<file path="config.mk">
export PLATFORM = sky130hd
export DESIGN_NAME = rkc_scale
export DESIGN_NICKNAME = d
export VERILOG_FILES = /design/src/rtl/rkc_pkg.sv /design/src/rtl/rkc_scale.sv
export SDC_FILE = /design/constraint.sdc
export NUM_CORES = 2
export LEC_CHECK = 0
export ABC_AREA = 1
export BUFFER_PORTS_ARGS = -buffer_cell sky130_fd_sc_hd__buf_2
export CORE_AREA = 3 3 363 365
export CTS_BUF_LIST = sky130_fd_sc_hd__clkbuf_4
export DETAILED_ROUTE_END_ITERATION = 12
export DIE_AREA = 0 0 366 368
export SLEW_MARGIN = 20
export SYNTH_ARGS = -nofsm -noshare
export SYNTH_HDL_FRONTEND = slang
export SYNTH_SLANG_ARGS = --single-unit
</file>
<file path="constraint.sdc">
create_clock -name i_clk -period 11.15 [get_ports i_clk]
set_input_delay 2.7875 -clock i_clk [delete_from_list [all_inputs] [get_ports i_clk]]
set_output_delay 2.7875 -clock i_clk [all_outputs]
set_load 0.005 [all_outputs]
</file>
<file path="src/rtl/rkc_pkg.sv">
// rkc_pkg: item types, operation and register codes, reset values and fsm states
// for the rgb kernel convolution core. no dependencies.
package rkc_pkg;

    localparam int PIX_W = 24;
    localparam int CH_W  = 8;
    localparam logic [CH_W-1:0] CH_MAX = 8'd255;

    typedef logic [PIX_W-1:0] t_pixel;

    typedef struct packed {
        logic [1:0]         operation;
        logic [7:0]         in_red;
        logic [7:0]         in_green;
        logic [7:0]         in_blue;
        logic [5:0]         coef_index;
        logic signed [15:0] coef_value;
    } t_in_item;

    typedef struct packed {
        logic [7:0] out_red;
        logic [7:0] out_green;
        logic [7:0] out_blue;
        logic       run_last;
        logic       frame_done;
    } t_out_item;

    // operation codes
    localparam logic [1:0] OP_PIXEL  = 2'd0;
    localparam logic [1:0] OP_DRAIN  = 2'd1;
    localparam logic [1:0] OP_COEF   = 2'd2;
    localparam logic [1:0] OP_IGNORE = 2'd3;

    // register indexes
    localparam logic [1:0] REG_IMAGE_WIDTH   = 2'd0;
    localparam logic [1:0] REG_KERNEL_RADIUS = 2'd1;
    localparam logic [1:0] REG_NORM_RECIP    = 2'd2;
    localparam logic [1:0] REG_NORM_ENABLE   = 2'd3;

    localparam logic [11:0] RST_IMAGE_WIDTH   = 12'd640;
    localparam logic [1:0]  RST_KERNEL_RADIUS = 2'd1;
    localparam logic [23:0] RST_NORM_RECIP    = 24'd7282;
    localparam logic        RST_NORM_ENABLE   = 1'b1;

    typedef enum logic [3:0] {
        ST_IDLE,
        ST_LINE,
        ST_DEC,
        ST_MAC,
        ST_MACL,
        ST_NORM,
        ST_NORM2,
        ST_OUT,
        ST_SHIFT,
        ST_FIN
    } t_state;

endpackage

</file>
<file path="src/rtl/rkc_scale.sv">
// rkc_scale: one channel's normalization by the reciprocal (or pass-through when disabled) and clamp to 0..255
// two partial products registered, sum and clamp after; uses rkc_pkg
module rkc_scale #(
    parameter int ACC_W = 31
) (
    input  logic                    i_clk,
    input  logic signed [ACC_W-1:0] i_acc,
    input  logic signed [23:0]      i_recip,
    input  logic                    i_norm_en,
    output logic [7:0]              o_val
);
    import rkc_pkg::*;

    localparam int HW = ACC_W - 16;
    localparam int FW = ACC_W + 25;

    logic signed [40:0]      r_p_lo;
    logic signed [HW+23:0]   r_p_hi;
    logic signed [ACC_W-1:0] r_acc;
    logic                    r_en;
    logic signed [FW-1:0]    s_full;
    logic signed [FW-1:0]    s_hi_ext;
    logic                    s_neg;
    logic                    s_sat;
    logic [7:0]              s_int;

    always_ff @(posedge i_clk) begin
        r_p_lo <= $signed({1'b0, i_acc[15:0]}) * i_recip;
        r_p_hi <= $signed(i_acc[ACC_W-1:16]) * i_recip;
        r_acc  <= i_acc;
        r_en   <= i_norm_en;
    end

    always_comb begin
        s_hi_ext = FW'(r_p_hi);
        s_full   = (s_hi_ext <<< 16) + FW'(r_p_lo);
        if (r_en) begin
            s_neg = s_full[FW-1];
            s_sat = |s_full[FW-1:32];
            s_int = s_full[31:24];
        end else begin
            s_neg = r_acc[ACC_W-1];
            s_sat = |r_acc[ACC_W-1:16];
            s_int = r_acc[15:8];
        end
        if (s_neg) begin
            o_val = '0;
        end else if (s_sat) begin
            o_val = CH_MAX;
        end else begin
            o_val = s_int;
        end
    end

endmodule

</file>
; Word-level counts from Yosys, hierarchy flattened
; Index checks and enable logic that the tools add are counted.
[totals]
regBits = 112
input_bits = 57
output_inout_bits = 8
elab_cells = 14
[op_classes]
n_addsub = 1
multipliers = 2
n_mux = 5
n_reduce_logical = 2
[ops]
columns = op, count
row1 = adder 55 x 41 -> 56 bit, 1
row2 = multiplier 17 x 24 -> 41 bit, 1
row3 = multiplier 15 x 24 -> 39 bit, 1
row4 = 2-to-1 mux 8 bit, 3
row5 = OR reduction 24 bit, 1
row6 = OR reduction 15 bit, 1
row7 = 2-to-1 mux 1 bit, 2

; Longest topological paths before layout
[logic_depth]
depth_word = 5
mapped_depth = 32

; Worst setup path before layout
; OpenSTA, ideal clock, no wires.
[synth_timing]
path_kind = input -> register
from = input i_recip[23]
to = register r_p_hi[36]
setup_ns = 0.072
arrival_time_ns = 7.931
path_slack_ns = 3.148
cell_stages = 23
path_buffers = 1
path_cell_list = clkbuf_1 nand2_1 fa_1 inv_1 fa_1 fa_1 fa_1 fa_1 inv_1 fa_1 inv_1 ha_1 nand2_1 nor2_1 inv_1 nor2_1 inv_1 o211ai_1 nand2_1 nand2_1 nand2_1 nand2_1 xor2_1
[synth_via]
elab_chain_cells = 1
[synth_lines]
columns = item, line
row1 = from (decl), rkc_scale.sv:8  ; input logic signed [23:0] i_recip,
row2 = multiplier 15 x 24 -> 39 bit, rkc_scale.sv:29  ; r_p_hi <= $signed(i_acc[ACC_W-1:16]) * i_recip;
row3 = to (signal assigned), rkc_scale.sv:29
row4 = to (decl), rkc_scale.sv:18  ; logic signed [HW+23:0] r_p_hi;
; No other way between the ends.

; Worst setup path in the final report
[layout_timing]
from = input i_recip[10]
to = register r_p_lo[35]
[layout_via]
elab_chain_cells = 1
[layout_lines]
columns = item, line
row1 = multiplier 17 x 24 -> 41 bit, rkc_scale.sv:28  ; r_p_lo <= $signed({1'b0, i_acc[15:0]}) * i_recip;
row2 = to (signal assigned), rkc_scale.sv:28
row3 = to (decl), rkc_scale.sv:17  ; logic signed [40:0] r_p_lo;
; No other way between the ends.

==> impl.org <==
** Setup path
- The largest individual stage delay along the critical path comes from the cell buf_2.
- For the worst setup path, the data arrival time is approximately 9000 ps.
- Required time worst endpoint :: about 12,000 ps
- The worst setup path is of the in2reg kind.
- Of all nets on the critical path, the largest fanout is 31.
- STA classifies the critical path startpoint as a primary input.
- Critical Path Sink Type :: flop
- The largest single stage delay on the critical path is around 660 ps.
- The critical path goes through buf_2 -> nand2_1 -> fa_1 -> fa_1 -> fa_1 -> fa_1 -> inv_1 -> fa_1 -> inv_1 -> fa_1 -> inv_1 -> ha_1 -> nand2_1 -> nor2_1 -> inv_1 -> o21ai_0 -> nand2_1 -> o211ai_1 -> a21oi_1 -> o21ai_0 -> a21oi_1 -> xnor2_1.
- Most common cell on crit path :: fa_1

** Clocking
- Clock Sinks :: between 80 and 90
- TritonCTS built the clock tree.
- Clk buf depth :: 2
- The number of hold buffers added after CTS was 0.
- Number of buffers added by the clock tree synthesis step :: 9
- Number of resized instances in the post-cts repair step :: 0
- Number of post-CTS setup repair buffers :: 0
- The H-tree was split into 3 levels.
- Post-CTS clock slew at the launch and capture registers of the worst setup and hold paths :: approximately 210 ps
- Buffer type at the clock tree root :: clkbuf_4

** Yosys
- In this run the mean area of a mapped cell was ~7.6 µm².
- Most area-consuming cells after synthesis :: fa_1 (44%), inv_1 (15%), nand2_1 (14%)
- Share of the yosys chip area belonging to registers :: 0.0547
- Number of enable flip-flop cells after synthesis :: 0
- Synth top area share :: 0.444
- The synthesized netlist contains between 40 and 50 unique library cells.
- Post-Synthesis Cells :: 4,211
- After synthesis the netlist holds a flip-flop and latch count of just under 90.
- Netlist area before placement :: about 32,000 µm²
- Of all flip-flops after synthesis, the portion carrying an async set or reset was 0.
- Number of warnings reported in the yosys synthesis log :: 0
- The synthesized design spends more area on one cell type than any other, namely fa_1.
- When the netlist entered floorplanning its net count stood at between 5,000 and 6,000.
- Leading post-synthesis cells by instance count :: inv_1 (1,259), nand2_1 (1,161), fa_1 (714)
- Most used standard cell by instance count after synthesis :: inv_1
- Flip-flop cell with the highest count after synthesis :: dfxtp_1

** Route
- Routed length per instance :: approximately 16 µm
- Before antenna repair, the detailed router went through 6 iterations.
- Total wire length :: 95,800 µm
- Via density per instance :: between 4 and 5
- Starting DRT DRC Count :: roughly 1,700
- Via count :: roughly 25,000
- For this run, design rule violations remaining after detail routing come to 0.
- The detail route stage leaves a number of antenna-violating nets equal to 0.

** Floorplanning
- The core region is between 100,000 and 150,000 µm².
- After floorplanning, the core was divided into 132 placement rows.
- Number of ports placed on the die boundary :: 65
- The die is between 300 and 400 µm wide.
- Floorplan die height :: between 300 and 400 µm
- Area enclosed by the die boundary :: 135,000 µm²
- Starting utilization of the core area :: 0.249

** Finish
- Area used by sequential logic in the layout :: 1760 µm²
- Final standard cell utilization of the core :: 0.266
- Post-layout instance area :: 34,400 µm²
- The count of cells in the finished layout, fillers not included, comes to roughly 6,000.
- Share of cells above drive strength 1 :: 0.0372
- In the final layout, the multi-input gates occupy around 25,000 µm².
- The area growth from synthesis to layout is 6.82%.
- Fill cells in the final layout number roughly 14,000.
- The final layout contains approximately 5,200 nets.

** Min path
- For hold timing, the worst endpoint is r_en$_DFF_P_.
- Worst hold start :: i_norm_en
- Count of cells along the worst hold path :: 1
- Hold crit path type :: in2reg

** Timing
- Final Max Slew Viols :: 0
- For the final routed database, the setup TNS stands at 0 ps.
- Slew at the pin with the worst max-slew slack :: between 900 and 1000 ps
- Final clock period utilization by the worst path :: 0.782
- Setup-violating endpoint count in the final report :: 0
- Maximum clock rate :: roughly 110 MHz
- Setup repair after global routing missed its margin :: no
- Final critical delay including setup and external delays :: around 8700 ps
- The count of endpoints failing hold in the final timing report was 0.
- Worst slew margin :: 0.333

** Global routing
- First-pass GRT wire length :: 153,000 µm
- The number of antenna violations at the first check in global routing was 18.
- Entering global routing, the biggest net connects 32 pins.
- The number of global-route vias before repair came to ~27,000.
- All-Layer GR Usage :: 0.145
- The total overflow left after global routing is 0.

** Placement
- Area post-placement :: between 30,000 and 40,000 µm²
- Weighted congestion reported at the end of routability-driven placement :: 0.907
- Counting tap cells, the placed design contains a total of 5,890 instances.
- Final HPWL from detailed placement :: 77,100 µm
- I/O Buffers :: 64

** Run status
- The flow ran to the end, and the final reports show no timing, DRC or antenna violations.

** Job
- The tool flagged a number of max-cap violations equal to 0.
==> sequential cells by signal, summed over array words and instances, names as in the netlist <==
register	count
r_p_hi	39
r_en	1
r_acc	23
r_p_lo	25
==> critical path: cells and delay by family <==
kind / cells / cell delay, ps
simple gates: 4 / 600
compound gates: 5 / 1220
fa+ha+maj: 7 / 3430
buf+inv: 5 / 880
xor+xnor: 1 / 150
==> stage by stage <==
stage	worst slack [ps]	hold slack (ps)
after CTS	2570	2290
after detailed placement	2000	2900
final	2430	2320
after global placement	2040	2890
after floorplan	3150	2820
after global routing	2290	2290
==> layer usage <==
layer / vias up / wire (µm) / part of all wire / track usage
met5: - / 0 / 0 / 0
met4: 0 / 2430 / 0.025 / 0.0366
met3: 176 / 7710 / 0.080 / 0.0272
met2: 844 / 45000 / 0.47 / 0.245
met1: 12665 / 40600 / 0.42 / 0.190
li1: 11814 / - / - / -
==> logic make-up (layout without fill, tap and decap cells) <==
group / after synthesis / count (layout) / synth area share
AOI/OAI and AO/OA: 236 / 236 / 0.0417
xor gates and xnor gates: 86 / 86 / 0.0234
adders and majority gates: 951 / 951 / 0.536
buffers and inverters: 1400 / 1353 / 0.163
DFF: 88 / 88 / 0.0547
muxes: 8 / 8 / 0.00249
other: 0 / 10 / 0
and+or+nand+nor: 1442 / 1442 / 0.178
==> final cells by class <==
class                           instances  share of cell area
Inverter                             1265               0.138
Sequential cell                        88              0.0512
Timing Repair Buffer                   72              0.0111
Clock inverter                          7             0.00160
Clock buffer                            9             0.00196
Antenna cell                           10            0.000727
Multi-Input combinational cell       2723               0.732
Tap cell                             1742              0.0634
==> worst max path at each step <==
stage	startpoint	slack (ps)	cells past startpoint	endpoint
6_report	i_recip[10]	2430	22	r_p_lo[35]$_DFF_P_
5_1_grt	i_recip[23]	2290	24	r_p_hi[36]$_DFF_P_
3_5_place_dp	i_recip[9]	2000	22	r_p_lo[35]$_DFF_P_
2_1_floorplan	i_recip[23]	3150	23	r_p_hi[36]$_DFF_P_
3_3_place_gp	i_recip[10]	2040	22	r_p_lo[35]$_DFF_P_
4_1_cts	i_recip[9]	2570	22	r_p_lo[35]$_DFF_P_
==> cells in the final DEF, fill, tap and decap left out, types with 10 or more instances in the layout <==
cell / n
nand4_1: 17
a21oi_1: 129
inv_1: 1259
diode_2: 10
o21ai_0: 47
nor2_2: 21
nand2_2: 17
nand3_1: 53
xor2_1: 56
nand2_1: 1161
nor2_1: 142
buf_2: 64
fa_1: 714
ha_1: 237
xnor2_1: 30
dfxtp_1: 88
Power is not shown: default switching activity piles up to over one toggle a cycle in this logic, so the estimate is an artifact.
